===== src/design/pbd_pkg.sv =====
// Types, constants and character tables of the PEM block deframer.
package pbd_pkg;

    localparam int unsigned PBD_FIFO_DEPTH = 4;

    localparam logic [7:0] CH_TAB   = 8'h09;
    localparam logic [7:0] CH_LF    = 8'h0A;
    localparam logic [7:0] CH_CR    = 8'h0D;
    localparam logic [7:0] CH_SPACE = 8'h20;

    localparam logic [3:0] OPEN_LEN  = 4'd10;
    localparam logic [3:0] CLOSE_LEN = 4'd8;

    typedef enum logic [1:0] {
        KIND_PAYLOAD   = 2'd0,
        KIND_BLOCK_END = 2'd1,
        KIND_DONE_OK   = 2'd2,
        KIND_DONE_ERR  = 2'd3
    } pbd_kind_t;

    typedef struct packed {
        logic       in_block;
        logic       at_line_start;
        logic [3:0] prefix_count;
        logic       prefix_failed;
        logic       header_confirmed;
        logic       pending_return;
        logic       block_seen;
    } pbd_state_t;

    localparam pbd_state_t PBD_STATE_RESET = '{
        in_block:         1'b0,
        at_line_start:    1'b1,
        prefix_count:     4'd0,
        prefix_failed:    1'b0,
        header_confirmed: 1'b0,
        pending_return:   1'b0,
        block_seen:       1'b0
    };

    // One queued command: the flushed end prefix, then up to two literal
    // bytes, then an optional block end, then an optional done word.
    typedef struct packed {
        logic [3:0] flush_n;
        logic [1:0] lit_count;
        logic [7:0] lit0;
        logic [7:0] lit1;
        logic       blk_end;
        logic       done;
        logic       done_ok;
    } pbd_cmd_t;

    typedef struct packed {
        logic full;
        logic empty;
    } pbd_fifo_stat_t;

    function automatic logic [7:0] open_char(input logic [3:0] idx);
        logic [7:0] ch;
        case (idx)
            4'd0, 4'd1, 4'd2, 4'd3, 4'd4: ch = 8'h2D;
            4'd5:    ch = 8'h42;
            4'd6:    ch = 8'h45;
            4'd7:    ch = 8'h47;
            4'd8:    ch = 8'h49;
            4'd9:    ch = 8'h4E;
            default: ch = 8'h00;
        endcase
        return ch;
    endfunction

    function automatic logic [7:0] close_char(input logic [2:0] idx);
        logic [7:0] ch;
        case (idx)
            3'd0, 3'd1, 3'd2, 3'd3, 3'd4: ch = 8'h2D;
            3'd5:    ch = 8'h45;
            3'd6:    ch = 8'h4E;
            3'd7:    ch = 8'h44;
            default: ch = 8'h00;
        endcase
        return ch;
    endfunction

endpackage


===== src/design/pbd_if.sv =====
// Handshake channels of the PEM block deframer: text input and result output.
interface pbd_in_if;
    logic       valid;
    logic       ready;
    logic [7:0] text_byte;
    logic       final_byte;

    modport source (output valid, output text_byte, output final_byte, input ready);
    modport sink (input valid, input text_byte, input final_byte, output ready);
endinterface

interface pbd_out_if;
    logic       valid;
    logic       ready;
    logic [1:0] kind;
    logic [7:0] payload;
    logic       run_end;

    modport source (output valid, output kind, output payload, output run_end, input ready);
    modport sink (input valid, input kind, input payload, input run_end, output ready);
endinterface


===== src/design/pbd_cmd_fifo.sv =====
// Short command queue between the classifying front end and the result back end.
module pbd_cmd_fifo
    import pbd_pkg::*;
#(
    parameter int unsigned DEPTH = PBD_FIFO_DEPTH
)
(
    input  logic           clk,
    input  logic           rst_n,
    input  logic           push,
    input  pbd_cmd_t       push_cmd,
    input  logic           pop,
    output pbd_cmd_t       head,
    output pbd_fifo_stat_t stat
);

    localparam int unsigned PTR_W = $clog2(DEPTH);
    localparam int unsigned CNT_W = $clog2(DEPTH + 1);

    pbd_cmd_t           mem_reg [DEPTH];
    logic [PTR_W-1:0]   wr_ptr_reg;
    logic [PTR_W-1:0]   wr_ptr_next;
    logic [PTR_W-1:0]   rd_ptr_reg;
    logic [PTR_W-1:0]   rd_ptr_next;
    logic [CNT_W-1:0]   count_reg;
    logic [CNT_W-1:0]   count_next;

    always_comb
    begin
        wr_ptr_next = wr_ptr_reg;
        rd_ptr_next = rd_ptr_reg;
        count_next  = count_reg;
        if (push)
        begin
            wr_ptr_next = (wr_ptr_reg == PTR_W'(DEPTH - 1)) ? '0 : wr_ptr_reg + 1'b1;
        end
        if (pop)
        begin
            rd_ptr_next = (rd_ptr_reg == PTR_W'(DEPTH - 1)) ? '0 : rd_ptr_reg + 1'b1;
        end
        if (push && !pop)
        begin
            count_next = count_reg + 1'b1;
        end
        else if (pop && !push)
        begin
            count_next = count_reg - 1'b1;
        end
    end

    always_ff @(posedge clk or negedge rst_n)
    begin
        if (!rst_n)
        begin
            wr_ptr_reg <= '0;
            rd_ptr_reg <= '0;
            count_reg  <= '0;
        end
        else
        begin
            wr_ptr_reg <= wr_ptr_next;
            rd_ptr_reg <= rd_ptr_next;
            count_reg  <= count_next;
        end
    end

    always_ff @(posedge clk)
    begin
        if (push)
        begin
            mem_reg[wr_ptr_reg] <= push_cmd;
        end
    end

    assign head       = mem_reg[rd_ptr_reg];
    assign stat.full  = (count_reg == CNT_W'(DEPTH));
    assign stat.empty = (count_reg == '0);

endmodule


===== src/design/pbd_front.sv =====
// Front end: takes text words, tracks line and header state, queues result commands.
module pbd_front
    import pbd_pkg::*;
(
    input  logic     clk,
    input  logic     rst_n,
    pbd_in_if.sink   text,
    input  logic     q_full,
    output logic     push,
    output pbd_cmd_t cmd
);

    typedef struct packed {
        pbd_state_t st;
        logic       flush;
        logic       lit;
    } pbd_feed_t;

    typedef struct packed {
        pbd_state_t st;
        logic       flush;
        logic       blk;
    } pbd_line_t;

    // One content character against the header being matched.
    function automatic pbd_feed_t feed_f(input pbd_state_t s, input logic [7:0] c);
        pbd_feed_t  r;
        logic [7:0] tag_ch;
        logic [3:0] tag_len;
        r.st    = s;
        r.flush = 1'b0;
        r.lit   = 1'b0;
        tag_ch  = s.in_block ? close_char(s.prefix_count[2:0]) : open_char(s.prefix_count);
        tag_len = s.in_block ? CLOSE_LEN : OPEN_LEN;
        if (!s.header_confirmed)
        begin
            if (s.prefix_failed)
            begin
                r.lit = s.in_block;
            end
            else if (s.prefix_count < tag_len)
            begin
                if (c == tag_ch)
                begin
                    r.st.prefix_count = s.prefix_count + 4'd1;
                end
                else
                begin
                    r.st.prefix_failed = 1'b1;
                    r.flush            = s.in_block;
                    r.lit              = s.in_block;
                end
            end
            else
            begin
                r.st.header_confirmed = 1'b1;
            end
        end
        return r;
    endfunction

    function automatic pbd_line_t line_f(input pbd_state_t s);
        pbd_line_t r;
        r.st                = s;
        r.flush             = 1'b0;
        r.blk               = 1'b0;
        r.st.pending_return = 1'b0;
        if (s.header_confirmed)
        begin
            if (s.in_block)
            begin
                r.blk           = 1'b1;
                r.st.in_block   = 1'b0;
                r.st.block_seen = 1'b1;
            end
            else
            begin
                r.st.in_block = 1'b1;
            end
        end
        else if (s.in_block && !s.prefix_failed)
        begin
            r.flush = 1'b1;
        end
        r.st.at_line_start    = 1'b1;
        r.st.prefix_count     = 4'd0;
        r.st.prefix_failed    = 1'b0;
        r.st.header_confirmed = 1'b0;
        return r;
    endfunction

    pbd_state_t st_reg;
    pbd_state_t st_next;
    pbd_state_t s;
    pbd_feed_t  f_cr;
    pbd_feed_t  f_ch;
    pbd_line_t  le;
    logic       ws;
    logic       is_lf;
    logic       take;
    logic       lit_cr;
    logic       lit_ch;
    logic       blk;
    logic       done_ok;
    logic [3:0] flush_n;
    logic       accept;
    logic       nonempty;

    always_comb
    begin
        f_cr    = '0;
        f_ch    = '0;
        le      = '0;
        flush_n = 4'd0;
        lit_cr  = 1'b0;
        lit_ch  = 1'b0;
        blk     = 1'b0;
        ws      = (text.text_byte == CH_SPACE) ||
                  ((text.text_byte >= CH_TAB) && (text.text_byte <= CH_CR));
        is_lf   = (text.text_byte == CH_LF);
        // Leading whitespace is skipped; everything else on a line is content.
        take    = !is_lf && !(st_reg.at_line_start && ws);
        s       = st_reg;

        if (take)
        begin
            s.at_line_start = 1'b0;
            if (s.pending_return)
            begin
                s.pending_return = 1'b0;
                f_cr = feed_f(s, CH_CR);
                if (f_cr.flush)
                begin
                    flush_n = s.prefix_count;
                end
                lit_cr = f_cr.lit;
                s      = f_cr.st;
            end
            if (text.text_byte == CH_CR)
            begin
                s.pending_return = 1'b1;
            end
            else
            begin
                f_ch = feed_f(s, text.text_byte);
                if (f_ch.flush)
                begin
                    flush_n = s.prefix_count;
                end
                lit_ch = f_ch.lit;
                s      = f_ch.st;
            end
        end

        if (is_lf || text.final_byte)
        begin
            le = line_f(s);
            if (le.flush)
            begin
                flush_n = s.prefix_count;
            end
            blk = le.blk;
            s   = le.st;
        end

        done_ok = !s.in_block && s.block_seen;
        st_next = text.final_byte ? PBD_STATE_RESET : s;
    end

    assign accept     = text.valid && !q_full;
    assign text.ready = !q_full;
    assign nonempty   = (flush_n != 4'd0) || lit_cr || lit_ch || blk || text.final_byte;
    assign push       = accept && nonempty;

    assign cmd.flush_n   = flush_n;
    assign cmd.lit_count = {1'b0, lit_cr} + {1'b0, lit_ch};
    assign cmd.lit0      = lit_cr ? CH_CR : text.text_byte;
    assign cmd.lit1      = text.text_byte;
    assign cmd.blk_end   = blk;
    assign cmd.done      = text.final_byte;
    assign cmd.done_ok   = done_ok;

    always_ff @(posedge clk or negedge rst_n)
    begin
        if (!rst_n)
        begin
            st_reg <= PBD_STATE_RESET;
        end
        else if (accept)
        begin
            st_reg <= st_next;
        end
    end

endmodule


===== src/design/pbd_back.sv =====
// Back end: expands queued commands into result words, one word per cycle unless stalled.
module pbd_back
    import pbd_pkg::*;
(
    input  logic       clk,
    input  logic       rst_n,
    input  logic       q_valid,
    input  pbd_cmd_t   head,
    output logic       pop,
    pbd_out_if.source  result
);

    logic [3:0] idx_reg;
    logic [3:0] idx_next;
    logic [3:0] lit_end;
    logic [3:0] total;
    logic       last;
    logic       load;
    pbd_kind_t  kind_sel;
    logic [7:0] payload_sel;

    logic       valid_reg;
    logic       valid_next;
    pbd_kind_t  kind_reg;
    logic [7:0] payload_reg;
    logic       run_end_reg;

    assign lit_end = head.flush_n + {2'b00, head.lit_count};
    assign total   = lit_end + {3'b000, head.blk_end} + {3'b000, head.done};
    assign last    = (idx_reg == total - 4'd1);

    always_comb
    begin
        if (idx_reg < head.flush_n)
        begin
            kind_sel    = KIND_PAYLOAD;
            payload_sel = close_char(idx_reg[2:0]);
        end
        else if (idx_reg < lit_end)
        begin
            kind_sel    = KIND_PAYLOAD;
            payload_sel = (idx_reg == head.flush_n) ? head.lit0 : head.lit1;
        end
        else if (head.blk_end && (idx_reg == lit_end))
        begin
            kind_sel    = KIND_BLOCK_END;
            payload_sel = 8'h00;
        end
        else
        begin
            kind_sel    = head.done_ok ? KIND_DONE_OK : KIND_DONE_ERR;
            payload_sel = 8'h00;
        end
    end

    // The output register is refilled whenever a command is queued and it is empty or being taken.
    assign load       = q_valid && (!valid_reg || result.ready);
    assign pop        = load && last;
    assign idx_next   = pop ? 4'd0 : idx_reg + 4'd1;
    assign valid_next = load ? 1'b1 : (result.ready ? 1'b0 : valid_reg);

    always_ff @(posedge clk or negedge rst_n)
    begin
        if (!rst_n)
        begin
            idx_reg   <= 4'd0;
            valid_reg <= 1'b0;
        end
        else
        begin
            valid_reg <= valid_next;
            if (load)
            begin
                idx_reg <= idx_next;
            end
        end
    end

    always_ff @(posedge clk)
    begin
        if (load)
        begin
            kind_reg    <= kind_sel;
            payload_reg <= payload_sel;
            run_end_reg <= last;
        end
    end

    assign result.valid   = valid_reg;
    assign result.kind    = kind_reg;
    assign result.payload = payload_reg;
    assign result.run_end = run_end_reg;

endmodule


===== src/design/pem_block_deframer.sv =====
// Top level of the PEM block deframer: front end, command queue and back end.
// The block takes a PEM text one byte word per cycle on the text channel and
// gives payload bytes, block ends and a final done word on the result channel.
// A byte word is accepted in every cycle in which the command queue
// (FIFO_DEPTH entries, default four) has room; the back end drives one result
// word per cycle while the result channel takes them; one byte releases at most
// ten result words (when a seven-character end prefix fails on a held carriage
// return in the last byte of the text: the prefix, the carriage return, the
// byte itself and the done word). Bytes that release no word, such
// as leading whitespace or header characters, only pass through the front end.
// After reset the block is ready at once and needs no clearing pass; after each
// done word it starts afresh with the next text.
module pem_block_deframer
    import pbd_pkg::*;
#(
    parameter int unsigned FIFO_DEPTH = PBD_FIFO_DEPTH
)
(
    input  logic      clk,
    input  logic      rst_n,
    pbd_in_if.sink    text,
    pbd_out_if.source result
);

    pbd_cmd_t       push_cmd;
    pbd_cmd_t       head;
    pbd_fifo_stat_t q_stat;
    logic           push;
    logic           pop;

    pbd_front u_front (
        .clk    (clk),
        .rst_n  (rst_n),
        .text   (text),
        .q_full (q_stat.full),
        .push   (push),
        .cmd    (push_cmd)
    );

    pbd_cmd_fifo #(
        .DEPTH (FIFO_DEPTH)
    ) u_fifo (
        .clk      (clk),
        .rst_n    (rst_n),
        .push     (push),
        .push_cmd (push_cmd),
        .pop      (pop),
        .head     (head),
        .stat     (q_stat)
    );

    pbd_back u_back (
        .clk     (clk),
        .rst_n   (rst_n),
        .q_valid (!q_stat.empty),
        .head    (head),
        .pop     (pop),
        .result  (result)
    );

endmodule


===== src/flat_wrapper.sv =====
// flat-port wrapper written by rule: the top's interface ports become plain ports
module pem_block_deframer_flat import pbd_pkg::*;
#(
    parameter int unsigned FIFO_DEPTH = PBD_FIFO_DEPTH
)
  (clk, rst_n, text_valid, text_text_byte, text_final_byte, text_ready, result_valid, result_kind, result_payload, result_run_end, result_ready);
  pbd_in_if text_i ();
  pbd_out_if result_i ();
  input  logic clk;
  input  logic rst_n;
  input wire logic [$bits(text_i.valid)-1:0] text_valid;
  input wire logic [$bits(text_i.text_byte)-1:0] text_text_byte;
  input wire logic [$bits(text_i.final_byte)-1:0] text_final_byte;
  output wire logic [$bits(text_i.ready)-1:0] text_ready;
  output wire logic [$bits(result_i.valid)-1:0] result_valid;
  output wire logic [$bits(result_i.kind)-1:0] result_kind;
  output wire logic [$bits(result_i.payload)-1:0] result_payload;
  output wire logic [$bits(result_i.run_end)-1:0] result_run_end;
  input wire logic [$bits(result_i.ready)-1:0] result_ready;
  assign text_i.valid = text_valid;
  assign text_i.text_byte = text_text_byte;
  assign text_i.final_byte = text_final_byte;
  assign text_ready = text_i.ready;
  assign result_valid = result_i.valid;
  assign result_kind = result_i.kind;
  assign result_payload = result_i.payload;
  assign result_run_end = result_i.run_end;
  assign result_i.ready = result_ready;
  pem_block_deframer #(.FIFO_DEPTH(FIFO_DEPTH)) u_core (.clk(clk), .rst_n(rst_n), .text(text_i), .result(result_i));
endmodule

===== config.mk =====
export PLATFORM = sky130hd
export DESIGN_NAME = pem_block_deframer_flat
export DESIGN_NICKNAME = d
export VERILOG_FILES = /design/src/design/pbd_pkg.sv /design/src/design/pbd_if.sv /design/src/design/pbd_cmd_fifo.sv /design/src/design/pbd_front.sv /design/src/design/pbd_back.sv /design/src/design/pem_block_deframer.sv /design/src/flat_wrapper.sv
export SDC_FILE = /design/constraint.sdc
export NUM_CORES = 1
export LEC_CHECK = 0
export BUFFER_PORTS_ARGS = -buffer_cell sky130_fd_sc_hd__buf_2
export CORE_AREA = 2 2 118 120
export DETAILED_ROUTE_END_ITERATION = 6
export DIE_AREA = 0 0 120 122
export PLACE_DENSITY = 0.76
export REMOVE_ABC_BUFFERS = 1
export SLEW_MARGIN = 5
export SYNTH_ARGS = -nofsm -noshare
export SYNTH_HDL_FRONTEND = slang
export SYNTH_SLANG_ARGS = --single-unit

===== constraint.sdc =====
create_clock -name clk -period 7.1 [get_ports clk]
set_input_delay 0.71 -clock clk [delete_from_list [all_inputs] [get_ports clk]]
set_output_delay 0.71 -clock clk [all_outputs]
set_load 0.03 [all_outputs]

# Word-level counts from Yosys, hierarchy flattened
# Memory sizes are Yosys's and may differ from the RTL's.
# Cells that the tools add are included.
# totals
ramBits	100
regBits	33
output_inout_bits	13
memories	6
romBits	312
# memory_table
memory	depth	word_bits	read_ports	rd_clocked_by_memory_dff	wr	line_no	rtl
u_core.u_fifo.mem_reg	4	25	1	0	1	pbd_cmd_fifo.sv:20	pbd_cmd_t mem_reg [DEPTH];
(no name shown)	16	6	1	0	0	pbd_pkg.sv:60	case (idx)
(no name shown)	16	6	1	0	0	pbd_pkg.sv:60	
(no name shown)	8	5	1	0	0	pbd_pkg.sv:74	case (idx)
(no name shown)	8	5	1	0	0	pbd_pkg.sv:74	
(no name shown)	8	5	1	0	0	pbd_pkg.sv:74	
# classes
muxes	81
n_addsub	12
n_eq_ne	11
reduce_logical	36
magnitude_cmp	6
# op_table
cell	count
$mux 8	15
$mux 10	4
$mux 4	10
$mux 6	5
$mux 1	29
$mux 2	14
$eq 8x4->1 const B	2
$lt 4x4->1	4
$add 4x1->4 const B	3
$eq 4x4->1	3
$logic_and 1x1->1	12
$mux 5	2
$logic_not 1->1	9
$add 4x1->4	2
$eq 4x8->1 const A	1
$eq 8x6->1 const B	1
$eq 8x8->1	1
$ge 8x4->1 const B	1
$le 8x4->1 const B	1
$logic_or 1x1->1	7
$mux 3	2
$add 2x1->2 const B	2
$add 4x2->4	1
$eq 2x2->1 const B	2
other kinds (12)	13

# Depth between registers and ports, before layout
# Gate-level depths: netlist of run 1.
# An unclocked memory read counts as a cell.
# logic_depth
depth_word	43
ltp_mapped	21

# Hierarchy
# A second synthesis of run 1 with hierarchy kept.
# unflattened
hier_cells	482
area_unflattened_um2	6812.8
# by_module_without_submodules
module	cells_each	n_inst	area_per_inst_um2
pbd_cmd_fifo	168	1	4068.9
pbd_front	193	1	1466.4
pbd_back	120	1	1273.7
pem_block_deframer	1	1	3.8

# Worst setup path before layout of run 1
# Ideal clock, no wire load.
# synth_path
path_kind	register to register
from	register u_core.u_fifo.rd_ptr_reg[0]
to	register u_core.u_fifo.count_reg[1]
path_buffers	2
stages_incl_launch_ff	19
period_less_slack_ps	5014
required_time_ps	6975
arrival_ps	4889
setup_slack_ps	2086
cell_sequence	dfrtp_1 -> buf_2 -> buf_1 -> mux4_2 -> ha_1 -> fa_1 -> inv_1 -> ha_1 -> a21o_1 -> a21oi_1 -> xor2_1 -> xnor2_1 -> xnor2_1 -> nor4_2 -> nand2_1 -> ha_1 -> inv_1 -> fa_1 -> mux2_2
# synth_between
elab_chain_len	10
word_cells_on_any_way	12
classes_between	add/sub: 4; eq/ne: 1; mux: 1; reduce/logical: 5; memory: 1
# synth_rtl
item	line_no	rtl
start, declared	pbd_cmd_fifo.sv:23	logic [PTR_W-1:0] rd_ptr_reg;
start signal, assigned	pbd_cmd_fifo.sv:62	rd_ptr_reg <= rd_ptr_next;
$mem_v2 4x25 *	-	
$add 4x2->4	pbd_back.sv:28	assign lit_end = head.flush_n + {2'b00, head.lit_count};
$add 4x1->4	pbd_back.sv:29	assign total = lit_end + {3'b000, head.blk_end} + {3'b000, head.done};
$add 4x1->4 *	pbd_back.sv:29	
$sub 4x1->4 *	pbd_back.sv:30	assign last = (idx_reg == total - 4'd1);
$eq 4x4->1 *	pbd_back.sv:30	
net u_core.u_back.last	pbd_back.sv:17	logic last;
$logic_and 1x1->1 *	pbd_back.sv:58	assign pop = load && last;
$logic_not 1->1 *	pbd_cmd_fifo.sv:41	if (push && !pop)
$logic_and 1x1->1 *	pbd_cmd_fifo.sv:41	
$mux 3 *	pbd_cmd_fifo.sv:41	
net u_core.u_fifo.count_next[1]	pbd_cmd_fifo.sv:26	logic [CNT_W-1:0] count_next;
end signal, assigned	pbd_cmd_fifo.sv:63	count_reg <= count_next;
end, declared	pbd_cmd_fifo.sv:25	logic [CNT_W-1:0] count_reg;
# Mark *: on every way through the listed nets, which the timed path passes. The rest lies on a longest branch.
# A chain may end at the register's enable or synchronous reset.

# Worst setup path after layout of run 1
# Same ends and word-level chain as after synthesis.

==> results of run 1 <==
path summary, 6_finish.rpt:
path,start,end,cells past startpoint
setup / recovery,u_core.u_fifo.rd_ptr_reg[0]$_DFFE_PN0P_,u_core.u_fifo.count_reg[1]$_DFFE_PN0P_,15
hold / removal,rst_n,u_core.u_back.result.valid$_DFFE_PN0P_,1
setup reg to reg,u_core.u_fifo.rd_ptr_reg[0]$_DFFE_PN0P_,u_core.u_fifo.count_reg[1]$_DFFE_PN0P_,15
hold reg to reg,u_core.u_back.result.valid$_DFFE_PN0P_,u_core.u_back.result.valid$_DFFE_PN0P_,2
max in group asynchronous,rst_n,u_core.u_front.st_reg[0]$_DFFE_PN0P_,1
min in group clk,u_core.u_back.result.valid$_DFFE_PN0P_,u_core.u_back.result.valid$_DFFE_PN0P_,2
Yosys cell counts, types with 7 or more instances:
library cell,instances
ha_1,29
a211oi_1,7
or2_2,7
nor3_1,9
nand2_1,30
nor2_1,27
nand2b_1,8
o21ai_0,22
dfrtp_1,21
clkbuf_1,11
mux4_2,25
a21oi_1,15
mux2i_1,10
nor2b_1,12
inv_1,23
edfxtp_1,111
xnor2_1,9
and2_1,7
worst max-delay path, delay by kind of cell (launching register included):
kind | cells | cell delay, ns
XOR/XNOR | 4 | 0.90
multiplexers | 2 | 0.89
adder cells (fa/ha/maj) | 5 | 1.68
AND/OR/NAND/NOR | 2 | 0.62
AO/OA/AOI/OAI | 1 | 0.21
buffers and inverters | 1 | 0.07
flip-flops | 1 | 1.00
power groups by stage:
stage	Clock (uW)	Sequential, uW	Combinational (uW)
after CTS	899	1120	1120
after detailed placement	0	1130	1090
after global routing	937	1130	1220
after global placement	0	1120	1040
final	883	1110	1110
after floorplan	0	1190	756
cell type report:
class / instances / area (um^2)
Tap cell: 180 / 225.2
Sequential cell: 133 / 3885
Clock inverter: 14 / 175.2
Inverter: 23 / 86.33
Multi-Input combinational cell: 299 / 2542
Clock buffer: 18 / 429.2
Timing Repair Buffer: 31 / 170.2
Fill cell: 1032 / 5991
per-stage QoR:
step / power [uW] / instance area (um^2)
global placement: 2162 / 6909
finish: 3104 / 7513
global route: 3285 / 7513
CTS: 3133 / 7513
floorplan: 1945 / 6514
detailed placement: 2214 / 6909
logic make-up after synthesis:
logic type / after synthesis
and+or+nand+nor: 140
DFF: 133
AOI/OAI and AO/OA: 69
muxes: 43
buffers and inverters: 41
adders and majority gates: 32
xor gates and xnor gates: 15
routing by layer:
| metal | share of wire (%) | wire length [um] | track usage, % |
|---|---|---|---|
| met4 | 1.9 | 235 | 7.132 |
| met5 | 0 | 0 | 0 |
| met2 | 51 | 6477 | 32.46 |
| met3 | 4.4 | 556 | 4.728 |
| met1 | 42 | 5365 | 22.92 |
cells in the final DEF, fill, tap and decap left out, types with 3 or more instances in the layout:
| cell type | netlist | routed |
|---|---|---|
| xnor2_1 | 9 | 9 |
| buf_2 | 3 | 25 |
| fa_1 | 3 | 3 |
| mux2_2 | 6 | 6 |
| edfxtp_1 | 111 | 111 |
| buf_4 | 0 | 6 |
| a211oi_1 | 7 | 7 |
| xor2_1 | 6 | 6 |
| mux4_2 | 25 | 25 |
| inv_1 | 23 | 23 |
| o22ai_1 | 3 | 3 |
| nor2b_1 | 12 | 12 |
| nor3_1 | 9 | 9 |
| nand2b_1 | 8 | 8 |
| mux2i_1 | 10 | 10 |
| nand2_1 | 30 | 30 |
| clkbuf_16 | 0 | 17 |
| nand3_1 | 6 | 6 |
| o21ai_0 | 22 | 22 |
| a21oi_1 | 15 | 15 |
| and2_1 | 7 | 7 |
| o31ai_1 | 3 | 3 |
| or2_2 | 7 | 7 |
| ha_1 | 29 | 29 |
| inv_6 | 0 | 4 |
| nand4_1 | 6 | 6 |
| and3_1 | 4 | 4 |
| a21o_1 | 6 | 6 |
| bufinv_16 | 0 | 3 |
| nor3b_1 | 4 | 4 |
| dfrtp_1 | 21 | 21 |
| nor2_1 | 27 | 27 |
==> metrics.cfg, run 1 <==
[synthesis]
synth_top_area_share_pct = 50.50
synth_warnings = 0
synthArstFlopShare_pct = 16.54
synth.area.top_cells = edfxtp_1 (51%), mux4_2 (8.5%), dfrtp_1 (8.0%)
ys_types = 60
synth-simple-area-share_pct = 11.91
synthAdderAreaFrac_pct = 6.408
syn-instance-count = 473
muxShareOfSynthArea_pct = 11.53
synth_top_family_by_area = simple AND/OR/NAND/NOR gates
synth-edff-count = 111
synth_compound_area_share_pct = 6.692
yosysTopAreaCell = edfxtp_1
ys_seq_area_share_pct = 58.86
synth_seq_cells = 133
avgSynthCellArea_um2 = 13.95
synth_xor_xnor_area_share_pct = 1.991
syn-cell-area_mm2 = 0.006600
synth_ff_type = edfxtp_1

[floorplan]
num_rows = 43
design.core.area_mm2 = 0.01350
dieArea_mm2 = 0.01464
die_h_um = 122
pin_count = 26
start_util_pct = 48.87
die-width_um = 120

[worst_setup_path]
start_kind = register
cp.arrival_ns = 5.81
worstSetupEndpointType = register
max_stage_delay_ns = 1.00
cp_max_fo = 19
critPathKind = reg2reg
cp_cell_sequence = mux4_2, ha_1, fa_1, xnor2_1, ha_1, a21oi_1, xor2_1, xnor2_1, xnor2_1, nor4_2, nand2_1, ha_1, inv_1, fa_1, mux2_2
required_ns = 7.39
rrSetupSlack_ns = 1.59
cp_slowest_cell = dfrtp_1

[final_layout]
antenna_cells = 0
area_growth_pct = 13.84
largest_register_ffs = 100
final_layout_size_suffix_gt1_share_pct = 21.81
fin_util_pct = 55.64
stdcell_count = 698
finalNetCount = 550

[sta]
fmax_ghz = 0.1814
hold_violations = 0
max_slew.worst_pin.slew_ns = 1.007
whs_ns = 0.2907
fin_tns_setup_ns = 0
fin_crit_sh_pct = 77.65
finClkSkew_ns = 0.008565
min_period_ns = 5.513
final-setup-viol-count = 0
fin_ws_ns = 1.587
slew-limit-headroom_pct = 32.87
final_max_slew_viol_count = 0
rsz0062_at_grt = false

[cts]
ctsHoldBuffers = 0
clkTransAtPathRegs_ns = 0.06
cts_tree = done
insertion_delay_ns = 0.41
htreeDepth = 4
clockBufferDepth = 2
numCtsBuffers = 17
cts_setup_buffers = 0
clkSinkCount = 133
cts_root_buf = clkbuf_16
postCtsResizedCells = 0

[drt]
remaining_drc_errors = 0
drtIter0Drc = 285
wl_mm = 12.63
via_per_inst = 5.649
antenna_left = 0
num_vias = 3943
wl_per_cell_um = 18.10
dr.pass1.iters = 5

[placed_design]
place_congestion = 0.8754
place_inst = 666
dp_slack_ns = 1.671
numPortBuffers = 25
dp_hpwl_mm = 8.485

[power]
clock_power_share_pct = 28.5
p_int_uw = 2057
p_leak_uw = 0.002797
power.net_switching_uw = 1047
max-vdd-ir-drop_mv = 0.1804
combPwrFrac_pct = 35.7
netSwitchingFraction_pct = 33.73
p_per_area_mw_per_mm2 = 413.1
p_seq_share_pct = 35.8

[global_route]
grt_usage_pct = 18.82
grt_pass1_wl_mm = 20.76
antenna_found_initial = 0
overflow = 0
grt_max_degree = 26
grt_pass1_vias = 4036

[outcome]
status = completed

[worst_hold_path]
hp-class = in2async

[job]
cap_violations = 0

Power figures use the tool's default switching activity.
==> inputs of run 2 (changes only) <==
--- a/config.mk
+++ b/config.mk
@@ -9,7 +9,7 @@
 export CORE_AREA = 2 2 118 120
 export DETAILED_ROUTE_END_ITERATION = 6
 export DIE_AREA = 0 0 120 122
-export PLACE_DENSITY = 0.76
+export PLACE_DENSITY = 0.79
 export REMOVE_ABC_BUFFERS = 1
 export SLEW_MARGIN = 5
 export SYNTH_ARGS = -nofsm -noshare
==> constraint.sdc (replaced) <==
create_clock -name clk -period 4.7 [get_ports clk]
set_input_delay 0.47 -clock clk [delete_from_list [all_inputs] [get_ports clk]]
set_output_delay 0.47 -clock clk [all_outputs]
set_load 0.03 [all_outputs]
==> run 2 against run 1 <==
Cell area up 1.5%. Hold slack worse by 0.24 ns. Via count up 5.3%. Fmax up 22%. Combinational power up 59%. Critical path type unchanged. Highest routed layer unchanged.
==> metrics.cfg, run 2 (synthesis gave the netlist of run 1 again) <==
[floorplan]
die_h_um = 122
num_rows = 43
pin_count = 26
die-width_um = 120
design.core.area_mm2 = 0.01350
dieArea_mm2 = 0.01464
start_util_pct = 48.87

[drt]
routed-wl-met2_mm = 7.078
wl_met3_um = 794
dr.pass1.iters = 5
antenna_left = 0
drtIter0Drc = 291
wl_mm = 13.88
wl_met1_mm = 5.696
dr.max_layer_used = met4
remaining_drc_errors = 0
wl_per_cell_um = 19.52
num_vias = 4153
via_per_inst = 5.841

[final_layout]
largest_register_ffs = 100
fin_util_pct = 56.46
mostFrequentLayoutCell = edfxtp_1
antenna_cells = 0
finalNetCount = 563
area_growth_pct = 15.53
final_layout_size_suffix_gt1_share_pct = 24.48
final_cell_area_mm2 = 0.007625
most-common-layout-cells = edfxtp_1 (111), nand2_1 (29), ha_1 (29), nor2_1 (27)

[cts]
numCtsBuffers = 17
insertion_delay_ns = 0.42
clockBufferDepth = 2
clkTransAtPathRegs_ns = 0.06
htreeDepth = 4
cts_root_buf = clkbuf_16
cts_tree = done
clkSinkCount = 133

[sta]
hold_violations = 0
min_period_ns = 4.505
max_slew.worst_pin.slew_ns = 0.7130
fmax_ghz = 0.2220
fin_tns_setup_ns = 0
slew-limit-headroom_pct = 51.97
finClkSkew_ns = 0.008075
fin_ws_ns = 0.1954
final-setup-viol-count = 0
fin_crit_sh_pct = 95.84
final_max_slew_viol_count = 0

[placed_design]
numPortBuffers = 25
place_congestion = 0.9049
dp_hpwl_mm = 9.137
dp_slack_ns = 0.1103
placed_area_mm2 = 0.007007

[outcome]
status = completed

[job]
cap_violations = 0

[worst_setup_path]
crit_top_cell = ha_1
rrSetupSlack_ns = 0.20
cp_cell_sequence = mux4_2, ha_1, fa_1, inv_1, ha_1, a21o_1, a21oi_1, xor2_1, xnor2_1, xnor2_1, nor4_2, nand2_2, ha_1, inv_1, fa_1, mux2_2
r2r_cells = 16
r2r_end = u_core.u_fifo.count_reg[1]$_DFFE_PN0P_
required_ns = 5.01
max_stage_delay_ns = 0.57
critical_path.startpoint = u_core.u_fifo.rd_ptr_reg[0]$_DFFE_PN0P_
worstSetupEndpointType = register
start_kind = register
cp_max_fo = 5
timing.rr.start = u_core.u_fifo.rd_ptr_reg[0]$_DFFE_PN0P_
cp.arrival_ns = 4.81
critPathKind = reg2reg
cp_slowest_cell = mux4_2

[power]
max-vdd-ir-drop_mv = 0.2928
p_leak_uw = 0.002862
p_per_area_mw_per_mm2 = 625.3
total_power_uw = 4767

[global_route]
grt_pass1_wl_mm = 22.56
grt_pass1_vias = 4196
grt_usage_pct = 20.74
overflow = 0
antenna_found_initial = 0
grt_max_degree = 26

[worst_hold_path]
hp-class = in2async

[run 2: per-stage QoR]
| step | hold slack, ns | cells |
|---|---|---|
| floorplan | 0.1744 | 455 |
| global placement | 0.4790 | 679 |
| detailed placement | 0.4861 | 679 |
| CTS | 0.07132 | 711 |
| global route | 0.08609 | 711 |
| finish | 0.05161 | 711 |
[run 2: layout make-up]
class                      count  area [um^2]
fill                        1020         5879
sequential                   133         3886
multi-input combinational    299         2550
clock buffer                  18        429.2
timing repair buffer          44        271.5
tap                          180        225.2
clock inverter                14        176.4
inverter                      23        86.33
[run 2: how the worst max path moves through the flow]
stage	endpoint	slack (ns)
3_5_place_dp	u_core.u_fifo.count_reg[1]$_DFFE_PN0P_	0.11
5_1_grt	u_core.u_fifo.count_reg[1]$_DFFE_PN0P_	-0.006
2_1_floorplan	u_core.u_fifo.count_reg[1]$_DFFE_PN0P_	-0.50
4_1_cts	u_core.u_fifo.count_reg[1]$_DFFE_PN0P_	0.08
6_report	u_core.u_fifo.count_reg[1]$_DFFE_PN0P_	0.20
3_3_place_gp	u_core.u_fifo.count_reg[1]$_DFFE_PN0P_	0.27
[run 2: repair_timing]
item | 4_1_cts | 5_1_grt
hold buffers | 0 | 0
setup endpoints to repair | 0 | 2
gates resized for setup | 0 | 4
buffers inserted | 0 | 0
[run 2: where the power goes]
group | leakage [uW] | internal, uW | switching [uW] | total, uW
logic | 0.00127 | 781 | 985 | 1770
registers | 0.00130 | 1530 | 121 | 1650
clock network | 0.000291 | 839 | 515 | 1350
[run 2: critical path, delay by kind of cell, from the launching register on]
family	cells	cell delay, ns
xor+xnor	3	0.45
flops	1	0.45
simple gates	2	0.42
mux	2	0.83
buf+inv	2	0.17
compound gates	2	0.35
fa+ha+maj	5	1.71
[run 2: metal layers]
metal,vias up,track usage (%)
met2,170,35.05
met1,2071,26.41
met3,28,4.775
met4,0,7.353
met5,-,0
li1,1884,-
